$ cat config.mk
export PLATFORM = sky130hd
export DESIGN_NAME = kts_ctrl
export DESIGN_NICKNAME = d
export VERILOG_FILES = /design/src/design/kts_pkg.sv /design/src/design/kts_ctrl.sv
export SDC_FILE = /design/constraint.sdc
export NUM_CORES = 1
export LEC_CHECK = 0
export ABC_AREA = 1
export BUFFER_PORTS_ARGS = -buffer_cell sky130_fd_sc_hd__buf_2
export CORE_MARGIN = 2
export CORE_UTILIZATION = 30
export DETAILED_ROUTE_END_ITERATION = 8
export PLACE_DENSITY_LB_ADDON = 0.05
export SETUP_SLACK_MARGIN = 0.2
export SLEW_MARGIN = 20
export SYNTH_ARGS = -nofsm -noshare
export SYNTH_HDL_FRONTEND = slang
export SYNTH_SLANG_ARGS = --single-unit
$ cat constraint.sdc
create_clock -name clk -period 1.7 [get_ports clk]
set_clock_uncertainty 0.1 [all_clocks]
set_input_delay 0.34 -clock clk [delete_from_list [all_inputs] [get_ports clk]]
set_output_delay 0.34 -clock clk [all_outputs]
set_load 0.1 [all_outputs]
$ cat src/design/kts_pkg.sv
// ----------------------------------------------------------------------------
// kts_pkg
// Shared types, channel helpers and control/status bundles for the keyframe
// track sampler.
// ----------------------------------------------------------------------------
package kts_pkg;

  localparam int unsigned NUM_CH   = 12;  // five signed values plus seven colour bytes
  localparam int unsigned CH_W     = 4;
  localparam int unsigned VAL_W    = 24;
  localparam int unsigned QUO_W    = 24;  // quotient magnitude stays below 2**24
  localparam logic        CMD_WRITE  = 1'b0;
  localparam logic        CMD_SAMPLE = 1'b1;

  typedef struct packed {
    logic               cmd;
    logic [5:0]         frame_slot;
    logic [15:0]        delay;
    logic [1:0]         frame_flags;
    logic signed [23:0] position_x;
    logic signed [23:0] position_y;
    logic signed [23:0] scale_x;
    logic signed [23:0] scale_y;
    logic signed [23:0] rotation;
    logic [31:0]        tint_rgba;
    logic [23:0]        offset_rgb;
    logic [23:0]        sample_time;
  } in_word_t;

  typedef struct packed {
    logic               visible;
    logic signed [23:0] out_position_x;
    logic signed [23:0] out_position_y;
    logic signed [23:0] out_scale_x;
    logic signed [23:0] out_scale_y;
    logic signed [23:0] out_rotation;
    logic [31:0]        out_tint_rgba;
    logic [23:0]        out_offset_rgb;
    logic [5:0]         hit_slot;
    logic               track_empty;
  } out_word_t;

  // Commands from the controller to the datapath.
  typedef struct packed {
    logic accept;     // latch sample time, clear walk
    logic walk_step;  // add delay to start, next frame
    logic latch_cur;
    logic addr_inc;
    logic latch_nxt;
    logic mul_load;
    logic div_init;
    logic div_step;
    logic wb;
    logic out_load;
  } kts_cmd_t;

  // Status from the datapath to the controller.
  typedef struct packed {
    logic n_zero;
    logic hit;
    logic at_last;
    logic blend_ok;
    logic div_last;
    logic ch_last;
  } kts_sts_t;

  // Selects one channel of a frame as a 25-bit signed value.
  function automatic logic signed [24:0] chan_of(input logic [47:0] pos,
                                                 input logic [47:0] scl,
                                                 input logic [23:0] rot,
                                                 input logic [55:0] col,
                                                 input logic [CH_W-1:0] k);
    logic signed [24:0] v;
    v = '0;
    case (k)
      4'd0:    v = {pos[47], pos[47:24]};
      4'd1:    v = {pos[23], pos[23:0]};
      4'd2:    v = {scl[47], scl[47:24]};
      4'd3:    v = {scl[23], scl[23:0]};
      4'd4:    v = {rot[23], rot};
      4'd5:    v = {17'd0, col[55:48]};
      4'd6:    v = {17'd0, col[47:40]};
      4'd7:    v = {17'd0, col[39:32]};
      4'd8:    v = {17'd0, col[31:24]};
      4'd9:    v = {17'd0, col[23:16]};
      4'd10:   v = {17'd0, col[15:8]};
      4'd11:   v = {17'd0, col[7:0]};
      default: v = '0;
    endcase
    return v;
  endfunction

endpackage

$ cat src/design/kts_ctrl.sv
// ----------------------------------------------------------------------------
// kts_ctrl
// Sequencer for the sampler: walk, fetch, per-channel multiply and divide,
// and hand-off into the output register.
// ----------------------------------------------------------------------------
module kts_ctrl
  import kts_pkg::*;
(
  input  logic     clk,
  input  logic     rst_n,
  input  logic     in_valid,
  input  logic     in_cmd,
  output logic     in_stall,
  output logic     out_valid,
  input  logic     out_stall,
  input  kts_sts_t sts,
  output kts_cmd_t cmd
);
  localparam logic [3:0] S_IDLE     = 4'd0;
  localparam logic [3:0] S_WALK_RD  = 4'd1;
  localparam logic [3:0] S_WALK_CHK = 4'd2;
  localparam logic [3:0] S_NXT_RD   = 4'd3;
  localparam logic [3:0] S_NXT_CHK  = 4'd4;
  localparam logic [3:0] S_MUL      = 4'd5;
  localparam logic [3:0] S_DIV_INIT = 4'd6;
  localparam logic [3:0] S_DIV      = 4'd7;
  localparam logic [3:0] S_WB       = 4'd8;
  localparam logic [3:0] S_DONE     = 4'd9;

  logic [3:0] state_r, state_nxt;
  logic       out_valid_r, out_valid_nxt;
  logic       take;

  assign in_stall  = (state_r != S_IDLE);
  assign out_valid = out_valid_r;
  assign take      = in_valid && !in_stall && (in_cmd == CMD_SAMPLE);

  always_comb begin
    state_nxt     = state_r;
    cmd           = '0;
    out_valid_nxt = out_valid_r && out_stall;
    unique case (state_r)
      S_IDLE: begin
        if (take) begin
          cmd.accept = 1'b1;
          state_nxt  = sts.n_zero ? S_DONE : S_WALK_RD;
        end
      end
      S_WALK_RD: state_nxt = S_WALK_CHK;
      S_WALK_CHK: begin
        if (sts.hit || sts.at_last) begin
          cmd.latch_cur = 1'b1;
          if (sts.blend_ok) begin
            cmd.addr_inc = 1'b1;
            state_nxt    = S_NXT_RD;
          end else begin
            state_nxt = S_DONE;
          end
        end else begin
          cmd.walk_step = 1'b1;
          cmd.addr_inc  = 1'b1;
          state_nxt     = S_WALK_RD;
        end
      end
      S_NXT_RD: state_nxt = S_NXT_CHK;
      S_NXT_CHK: begin
        cmd.latch_nxt = 1'b1;
        state_nxt     = S_MUL;
      end
      S_MUL: begin
        cmd.mul_load = 1'b1;
        state_nxt    = S_DIV_INIT;
      end
      S_DIV_INIT: begin
        cmd.div_init = 1'b1;
        state_nxt    = S_DIV;
      end
      S_DIV: begin
        cmd.div_step = 1'b1;
        if (sts.div_last) begin
          state_nxt = S_WB;
        end
      end
      S_WB: begin
        cmd.wb    = 1'b1;
        state_nxt = sts.ch_last ? S_DONE : S_MUL;
      end
      S_DONE: begin
        if (!out_valid_r || !out_stall) begin
          cmd.out_load  = 1'b1;
          out_valid_nxt = 1'b1;
          state_nxt     = S_IDLE;
        end
      end
      default: state_nxt = S_IDLE;
    endcase
  end

  always_ff @(posedge clk) begin
    if (!rst_n) begin
      state_r     <= S_IDLE;
      out_valid_r <= 1'b0;
    end else begin
      state_r     <= state_nxt;
      out_valid_r <= out_valid_nxt;
    end
  end
endmodule

; ---- Word level (Yosys, flattened, before mapping)
; Cells that the tools add are included.
[word_totals]
regBits = 5
in_bits = 11
output_inout_bits = 12
elab_cells = 49
[op_classes]
n_eq_ne = 12
muxes = 24
n_reduce_logical = 11
[ops]
columns = cell, count
row1 = $pmux 4 s10, 1
row2 = $mux 4, 7
row3 = $eq 4x3->1 const B, 4
row4 = $mux 1, 15
row5 = $eq 4x2->1 const B, 2
row6 = $eq 4x4->1 const B, 2
row7 = $ne 2x2->1 const B, 3
row8 = $eq 4x1->1 const B, 1
row9 = $logic_not 4->1, 1
row10 = $reduce_bool 4->1, 1
row11 = $logic_and 1x1->1, 3
row12 = $logic_not 1->1, 3
row13 = $mux 3, 1
row14 = $reduce_and 3->1, 1
row15 = $logic_or 1x1->1, 2

; ---- Longest topological paths before layout
; Gate-level depths: netlist (run 1).
[logic_depth]
ltp_word = 6
depth_mapped = 8
depth_no_buf = 8

; ---- Worst setup path after synthesis (run 1)
; No wires, ideal clock.
[synth_path]
path_type = reg-to-output
start = register state_r[1]
end = output port cmd[9] in the netlist's numbering
t_arrival_ps = 2691
t_required_ps = 1260
slack_ps = -1431
stages_incl_launch_ff = 4
n_path_buf = 0
cell_sequence = dfxtp_1 -> nor2_1 -> nand2_1 -> nor2_1
[synth_lines]
columns = item, line
row1 = start: declaration, kts_ctrl.sv:30  ; logic [3:0] state_r, state_nxt;
row2 = start signal: assignment, kts_ctrl.sv:104  ; state_r <= state_nxt;
row3 = end: declaration, kts_ctrl.sv:17  ; output kts_cmd_t cmd

==> results of run 1 <==
final timing paths:
check / start / endpoint / slack [ns] / cells past startpoint
setup reg to reg: state_r[2] / state_r[0] / 0.42 / 7
hold / removal: rst_n / state_r[1] / 0.24 / 3
setup / recovery: state_r[2] / cmd[4] / 0.01 / 5
hold reg to reg: out_valid / out_valid / 0.38 / 2
cell families after synthesis:
logic type | synth area share (%)
simple gates | 51.9
flops | 25.3
buf+inv | 13.3
compound gates | 9.49
repair_timing:
item	CTS	global route
setup endpoints to repair	11	11
pin swaps	6	5
resized for setup	9	0
buffers inserted	6	1
cells in the final DEF (no fill, tap or decap), types with 2 or more instances in the layout:
master and n:
nand2_4 3, nor2_4 11, nor2_1 4, buf_2 11, nor2_2 2, buf_12 11, a21oi_1 3, nand2_2 3
nand3_1 6, buf_4 7, inv_1 5, dfxtp_4 4, inv_4 3, inv_2 3, clkinvlp_4 2, nand2_1 12
clkbuf_4 3, o21ai_0 2, nor3_4 2
where the power goes:
group / switching (mW) / internal (mW) / leakage, nW
sequential: 0.0879 / 0.173 / 0.0442
combinational: 0.828 / 0.479 / 0.346
clock: 0.0498 / 0.0888 / 0.0150
total: 0.966 / 0.741 / 0.405
state kept, by name (all words and copies together), names as in the netlist:
name,count
state_r,4
out_valid,1
worst reg2reg max path: stages (launching register included):
cell	delay, ns
dfxtp_4	0.39
inv_4	0.05
nor2_4	0.13
nand2_2	0.12
nor2_4	0.12
nor2_1	0.07
a21oi_1	0.13
nor2_1	0.05
area by class of cell:
| type | count | area, um^2 |
|---|---|---|
| Fill cell | 93 | 342 |
| Tap cell | 15 | 18.8 |
| Inverter | 14 | 72.6 |
| Timing Repair Buffer | 29 | 328 |
| Clock buffer | 4 | 26.3 |
| Sequential cell | 5 | 116 |
| Multi-Input combinational cell | 52 | 365 |
layer usage:
layer | up-vias | track usage (%) | wire length, um
met5 | - | 0 | 0
met4 | 0 | 0 | 0
met3 | 0 | 6.67 | 76
met2 | 19 | 31.0 | 564
met1 | 232 | 19.4 | 442
li1 | 287 | - | -
==> run metrics, run 1 <==
run status=completed; endpoints failing hold=0; Synth-to-Final Area Change=134%; Final Instance Area=927 um^2; tightest hold margin=~0.24 ns; # setup viols final=0; Yosys warnings=0; H-Tree Depth=1; critical-path maximum fanout=5; worst skew pair latency=0.24 ns; overall power=~1.7 mW; clock root cell=clkbuf_4; Req. time, crit path=roughly 1.3 ns; CP delay by family, top=flip-flops; Hold Buf Count CTS=0; RSZ-0062 raised after global routing=yes; total track usage=between 10% and 20%; Worst Slack Setup Final=0.0103 ns; period utilization=99.4%; crit-path cells=inv_4 > nor2_4 > inv_2 > nor3_4 > buf_12; die area=0.00162 mm^2; dpl cells=108; CTS buffer count=3; post-layout min period=1.69 ns; CTS clk-pin slew, worst paths=roughly 0.050 ns; number of port buffers=22; count leader, synth=nand2_1; Initial Utilization=31.2%; largest net degree at the start of global routing=7; syn_area_per_cell=5.57 um^2; Max VDD drop=1.53 mV; Ant. Diodes=0; Unique masters post-synth=15; CP peak stage delay=just under 0.4 ns; via count=roughly 540; Mapped Cells=between 70 and 80; CP max stage cell=dfxtp_4; Cell Pwr Density=about 1800 mW/mm^2; ANT nets after route=0; Worst setup SP type=flip-flop; first-pass GRT wire length=1860 um; Worst-Margin Slew=between 0.4 and 0.5 ns; initial antenna violation count=0; CP endpoint kind=output port; TNS Setup=0 ns; # rows=13; Yosys top cell area share=25.3%; Max-slew headroom=about two thirds; CTS sink count=5; Post-Syn Area=slightly below 400 um^2; post-synth top area cell=dfxtp_1; number of buffers and inverters on the critical path=3; Cell Count, Final, Fillers Out=~120; RD Place Congestion=roughly 0.82; Synth area leaders=dfxtp_1 (25%), nand2_1 (16%), nor2_1 (12%); sequential fraction of the synthesis area=25.3%; Leakage Power=0.405 nW; Max Cap Violations=0; clk buf depth=2; num ports=23; EDFF count, synth=0; total core area=around 0.0013 mm^2; fin. max-slew vios=0; Nets=between 100 and 150; layout cells sized above 1=approximately two thirds; FMAX=between 500 and 600 MHz; Tightest Hold Check Type=primary input to flip-flop; final core occ=approximately three quarters; hpwl dp=between 800 and 900 um; ys async rst share=0%; DRT iter0 DRCs=7; Remaining Overflow, GRT=0; synth cell count leaders=nand2_1 (17), nor2_1 (13), inv_1 (11); Post-route DRC=0; drt first pass iters=4; number of global-route vias before repair=just under 500; die height=slightly above 40 um; aggregate routed wire length=1080 um; Place WS=approximately 0.11 ns; Setup CP Type=flip-flop to output port; CP arrival=1.25 ns; Die X=40.3 um; synthesized flop and latch total=5; Routed WL per cell=about 9 um; main flop type after synthesis=dfxtp_1; syn nets=82; area of placed instances=around 820 um^2; Via density=around 4.5; CTS tree=done
No activity file was read; power rests on OpenSTA's default activity.
==> inputs of run 2 (changes only) <==
--- a/config.mk
+++ b/config.mk
@@ -10,6 +10,7 @@
 export CORE_MARGIN = 2
 export CORE_UTILIZATION = 30
 export DETAILED_ROUTE_END_ITERATION = 8
+export GPL_TIMING_DRIVEN = 0
 export PLACE_DENSITY_LB_ADDON = 0.05
 export SETUP_SLACK_MARGIN = 0.2
 export SLEW_MARGIN = 20
==> run metrics, run 2 (synthesized netlist as in run 1, its figures left out) <==
# setup viols final=3 (was 0); Nets=113 (was 116); ANT nets after route=0 (unchanged); Die X=40.3 um (unchanged); total core area=0.00127 mm^2 (unchanged); Worst-Margin Slew=0.483 ns (about the same); Leakage Power=0.389 nW (was 0.405 nW); Max-slew headroom=68.0% (about the same); run status=complete, but fails checks (was completed); period utilization=100% (was 99.4%); RD Place Congestion=0.754 (was 0.815); max reg flops=4 (unchanged); Req. time, crit path=1.26 ns (about the same); Tightest Hold Check Type=primary input to flip-flop (unchanged); layout cells sized above 1=64.4% (was 65.4%); Place WS=-0.0924 ns (was 0.109 ns); failing checks=setup timing; initial antenna violation count=0 (unchanged); die height=40.3 um (unchanged); CTS buffer count=3 (unchanged); Ant. Diodes=0 (unchanged); via count=536 (was 538); H-Tree Depth=1 (unchanged); worst skew pair latency=0.23 ns (was 0.24 ns); critical-path maximum fanout=5 (unchanged); Max Cap Violations=0 (unchanged); RSZ-0062 raised after global routing=yes (unchanged); Biggest register=state_r (unchanged); endpoints failing hold=0 (unchanged); Worst Slack Setup Final=-0.00491 ns (was 0.0103 ns); clock root cell=clkbuf_4 (unchanged); tightest hold margin=0.264 ns (was 0.239 ns); clk buf depth=2 (unchanged); Register Area=116 um^2 (unchanged); Hold Buf Count CTS=0 (unchanged); Cell Pwr Density=1900 mW/mm^2 (was 1840 mW/mm^2); # rows=13 (unchanged); FMAX=587 MHz (was 592 MHz); Worst setup SP type=flip-flop (unchanged); CP endpoint kind=output port (unchanged); drt first pass iters=4 (unchanged); num ports=23 (unchanged); die area=0.00162 mm^2 (unchanged); Setup CP Type=flip-flop to output port (unchanged); Post-route DRC=0 (unchanged); most frequent cells in the layout=nand2_1 (11), buf_2 (11), nor2_4 (10) (was nand2_1 (12), nor2_4 (11), buf_2 (11), buf_12 (11), buf_4 (7)); largest net degree at the start of global routing=8 (was 7); total track usage=17.4% (was 16.9%); area occupied by multi-input gates=367 um^2 (was 365 um^2); filler cell count=118 (was 93); Cell Count, Final, Fillers Out=116 (was 119); aggregate routed wire length=1140 um (was 1080 um); Max VDD drop=1.44 mV (was 1.53 mV); CTS clk-pin slew, worst paths=0.04 ns (was 0.05 ns); number of port buffers=22 (unchanged); Via density=4.62 (was 4.52); Remaining Overflow, GRT=0 (unchanged); CP arrival=1.26 ns (was 1.25 ns); DRT iter0 DRCs=5 (was 7); Synth-to-Final Area Change=126% (was 134%); Routed WL per cell=9.79 um (was 9.10 um); dpl cells=108 (unchanged); first-pass GRT wire length=1840 um (was 1860 um); post-layout min period=1.70 ns (was 1.69 ns); fin. max-slew vios=0 (unchanged); CTS sink count=5 (unchanged); FF-to-FF path depth=7 (unchanged); cell depth of the worst min-delay path=3 (unchanged); CTS tree=done (unchanged); number of global-route vias before repair=448 (was 491); hpwl dp=864 um (was 860 um); Initial Utilization=31.2% (unchanged); final core occ=70.3% (was 73.1%)
## run 2: path summary, 6_finish.rpt
check | startpoint | slack, ns | to
setup / recovery | state_r[2] | -0.005 | cmd[9]
hold reg to reg | out_valid | 0.39 | out_valid
hold / removal | rst_n | 0.26 | state_r[1]
setup reg to reg | state_r[2] | 0.44 | state_r[0]
## run 2: critical path: stages (launching register included)
cell	delay, ns
dfxtp_4	0.37
nor2_2	0.24
nand2_4	0.09
nor2_4	0.11
buf_6	0.22
## run 2: cell type report
type	instances	share of cell area (%)
Clock buffer	4	2.95
Inverter	14	8.98
Multi-Input combinational cell	52	41.1
Sequential cell	5	13.0
Tap cell	15	2.10
Timing Repair Buffer	26	31.8
## run 2: power by group
part | total [mW] | switching (mW) | internal (mW) | leakage, nW
Combinational | 1.29 | 0.871 | 0.414 | 0.330
Sequential | 0.279 | 0.102 | 0.178 | 0.0442
Clock | 0.132 | 0.0438 | 0.0884 | 0.0150
## run 2: layer usage
metal	routed length, um	up-vias	GRT usage (%)
met5	0	-	0
met4	0	0	0.833
met3	57	0	7.78
met2	618	20	30.2
met1	460	232	20.5
li1	-	284	-
## run 2: what timing repair did
| item | 4_1_cts | 5_1_grt |
|---|---|---|
| pin swaps | 5 | 4 |
| setup buffers | 2 | 2 |
| setup endpoints to repair | 11 | 11 |
| gates cloned | 0 | 0 |
| resized for setup | 46 | 5 |
## run 2: through the flow
step	power, mW	area [um^2]	setup TNS, ns
after global placement	1.28	651	-0.138
after detailed placement	1.28	651	-0.183
after global routing	1.79	892	-0.288
after floorplan	1.14	522	-0.246
after CTS	1.63	858	-0.00264
final	1.70	892	-0.0105
==> inputs of run 3 (changes only) <==
==> constraint.sdc (replaced) <==
create_clock -name clk -period 1.5 [get_ports clk]
set_clock_uncertainty 0.1 [all_clocks]
set_input_delay 0.3 -clock clk [delete_from_list [all_inputs] [get_ports clk]]
set_output_delay 0.3 -clock clk [all_outputs]
set_load 0.1 [all_outputs]
==> run metrics, run 3 (synthesized netlist as in run 1, its figures left out) <==
Via density=4.52 (was 4.62); FMAX=~600 MHz; # setup viols final=11 (was 3); commonest non-fill, non-tap cell in the layout=nand2_1; Hold Crit Start=rst_n (unchanged); Req. time, crit path=1.10 ns (was 1.26 ns); CP endpoint kind=output port (unchanged); tightest hold margin=0.208 ns (was 0.264 ns); Place WS=-0.216 ns (was -0.0924 ns); # rows=13 (unchanged); Remaining Overflow, GRT=0 (unchanged); Setup CP Type=flip-flop to output port (unchanged); clk buf depth=2 (unchanged); Biggest register=state_r (unchanged); RD Place Congestion=0.773 (was 0.754); TNS Setup=-1.32 ns (was -0.0105 ns); worst setup path end=cmd[4] (was cmd[9]); Tightest Hold Check Type=primary input to flip-flop (unchanged); Max VDD drop=1.76 mV (was 1.44 mV); Synth-to-Final Area Change=138% (was 126%); die area=0.00162 mm^2 (unchanged); CP arrival=1.27 ns (was 1.26 ns); period utilization=111%; Cell Pwr Density=2010 mW/mm^2 (was 1900 mW/mm^2); layout cells sized above 1=67.9% (was 64.4%); Hold Buf Count CTS=0 (unchanged); r2r setup slk=0.24 ns (was 0.44 ns); via count=547 (was 536); number of global-route vias before repair=453 (was 448); run status=complete, but fails checks (unchanged); final core occ=74.1% (was 70.3%); most frequent cells in the layout=nand2_1 (12), nor2_4 (11), buf_2 (10), buf_4 (10), buf_12 (9) (was nand2_1 (11), buf_2 (11), nor2_4 (10)); Max Cap Violations=0 (unchanged); CP peak stage delay=0.38 ns (was 0.37 ns); Max-slew headroom=80.6% (was 68.0%); CTS tree=done (unchanged); Post-route DRC=0 (unchanged); crit-path cells=inv_4 > nor2_4 > inv_2 > nor3_4 > buf_12 (was nor2_2 > nand2_4 > nor2_4 > buf_6); Worst Slack Setup Final=-0.170 ns (was -0.00491 ns); reg2reg end=state_r[1] (was state_r[0]); initial antenna violation count=0 (unchanged); FF-to-FF Start=state_r[3] (was state_r[2]); clock root cell=clkbuf_4 (unchanged); Leakage Power=0.428 nW (was 0.389 nW); area of placed instances=653 um^2 (was 651 um^2); ANT nets after route=0 (unchanged); dpl cells=108 (unchanged); Ant. Diodes=0 (unchanged); RSZ-0062 raised after global routing=yes (unchanged); first-pass GRT wire length=1760 um (was 1840 um); largest net degree at the start of global routing=8 (unchanged); CTS clk-pin slew, worst paths=0.05 ns (was 0.04 ns); FF-to-FF path depth=8 (was 7); CP max stage cell=dfxtp_4 (unchanged); Final Instance Area=940 um^2 (was 892 um^2); Nets=118 (was 113); failing checks=setup timing (unchanged); overall power=1.88 mW (was 1.70 mW); number of port buffers=22 (unchanged); Initial Utilization=31.2% (unchanged); total track usage=16.4% (was 17.4%); worst skew pair latency=0.24 ns (was 0.23 ns); post-layout min period=about 1.7 ns; CTS buffer count=3 (unchanged); critical path startpoint=state_r[2] (unchanged); total core area=0.00127 mm^2 (unchanged); fin. max-slew vios=0 (unchanged); Worst-Margin Slew=0.290 ns (was 0.483 ns); Cell Count, Final, Fillers Out=121 (was 116); num ports=23 (unchanged); Top Usage Layer GRT=met2 (unchanged); met2 GRT Util=28.2% (was 30.2%); M3 GR Usage=6.67% (was 7.78%); aggregate routed wire length=1190 um (was 1140 um); critical-path maximum fanout=5 (unchanged); M1 GR Usage=20.5% (unchanged); Die X=40.3 um (unchanged); drt first pass iters=4 (unchanged); filler cell count=94 (was 118); die height=40.3 um (unchanged); Routed WL per cell=9.79 um (about the same); DRT iter0 DRCs=4 (was 5); max reg flops=4 (unchanged); Worst setup SP type=flip-flop (unchanged); H-Tree Depth=1 (unchanged); CTS sink count=5 (unchanged); hpwl dp=857 um (was 864 um); endpoints failing hold=0 (unchanged)
[run 3: critical path, delay by kind of cell (launching register included)]
| family | cells | cell delay (ns) |
|---|---|---|
| flops | 1 | 0.38 |
| buf+inv | 3 | 0.33 |
| simple gates | 2 | 0.32 |
[run 3: worst min-delay path by stage]
stage | to | slack, ns | cells past startpoint
after floorplan | state_r[1] | 0.30 | 2
after global placement | out_valid | 0.42 | 2
after detailed placement | out_valid | 0.43 | 2
after CTS | state_r[1] | 0.22 | 3
after global routing | state_r[2] | 0.22 | 3
final | state_r[2] | 0.21 | 3
[run 3: report_power, final]
part | leakage (nW) | switching [mW] | internal, mW
registers | 0.0445 | 0.0999 | 0.197
clock network | 0.0150 | 0.0542 | 0.100
logic | 0.369 | 0.954 | 0.478
[run 3: final cells by class]
class                      count  area (um^2)  area share, %
sequential                     5          119           12.6
multi-input combinational     52          373           39.7
inverter                      14         75.1           7.99
tap                           15         18.8           2.00
clock buffer                   4         26.3           2.80
timing repair buffer          31          328           34.9
[run 3: routing by layer]
metal / vias to the layer above / share of wire (%)
met5: - / 0
met4: 0 / 0
met3: 0 / 3.9
met2: 14 / 53
met1: 238 / 43
li1: 295 / -
[run 3: repair_timing]
action                                  4_1_cts  5_1_grt
resized for setup                            44       11
pin swaps                                     5        2
endpoints found under the setup margin       12       14
setup buffers                                 3        6
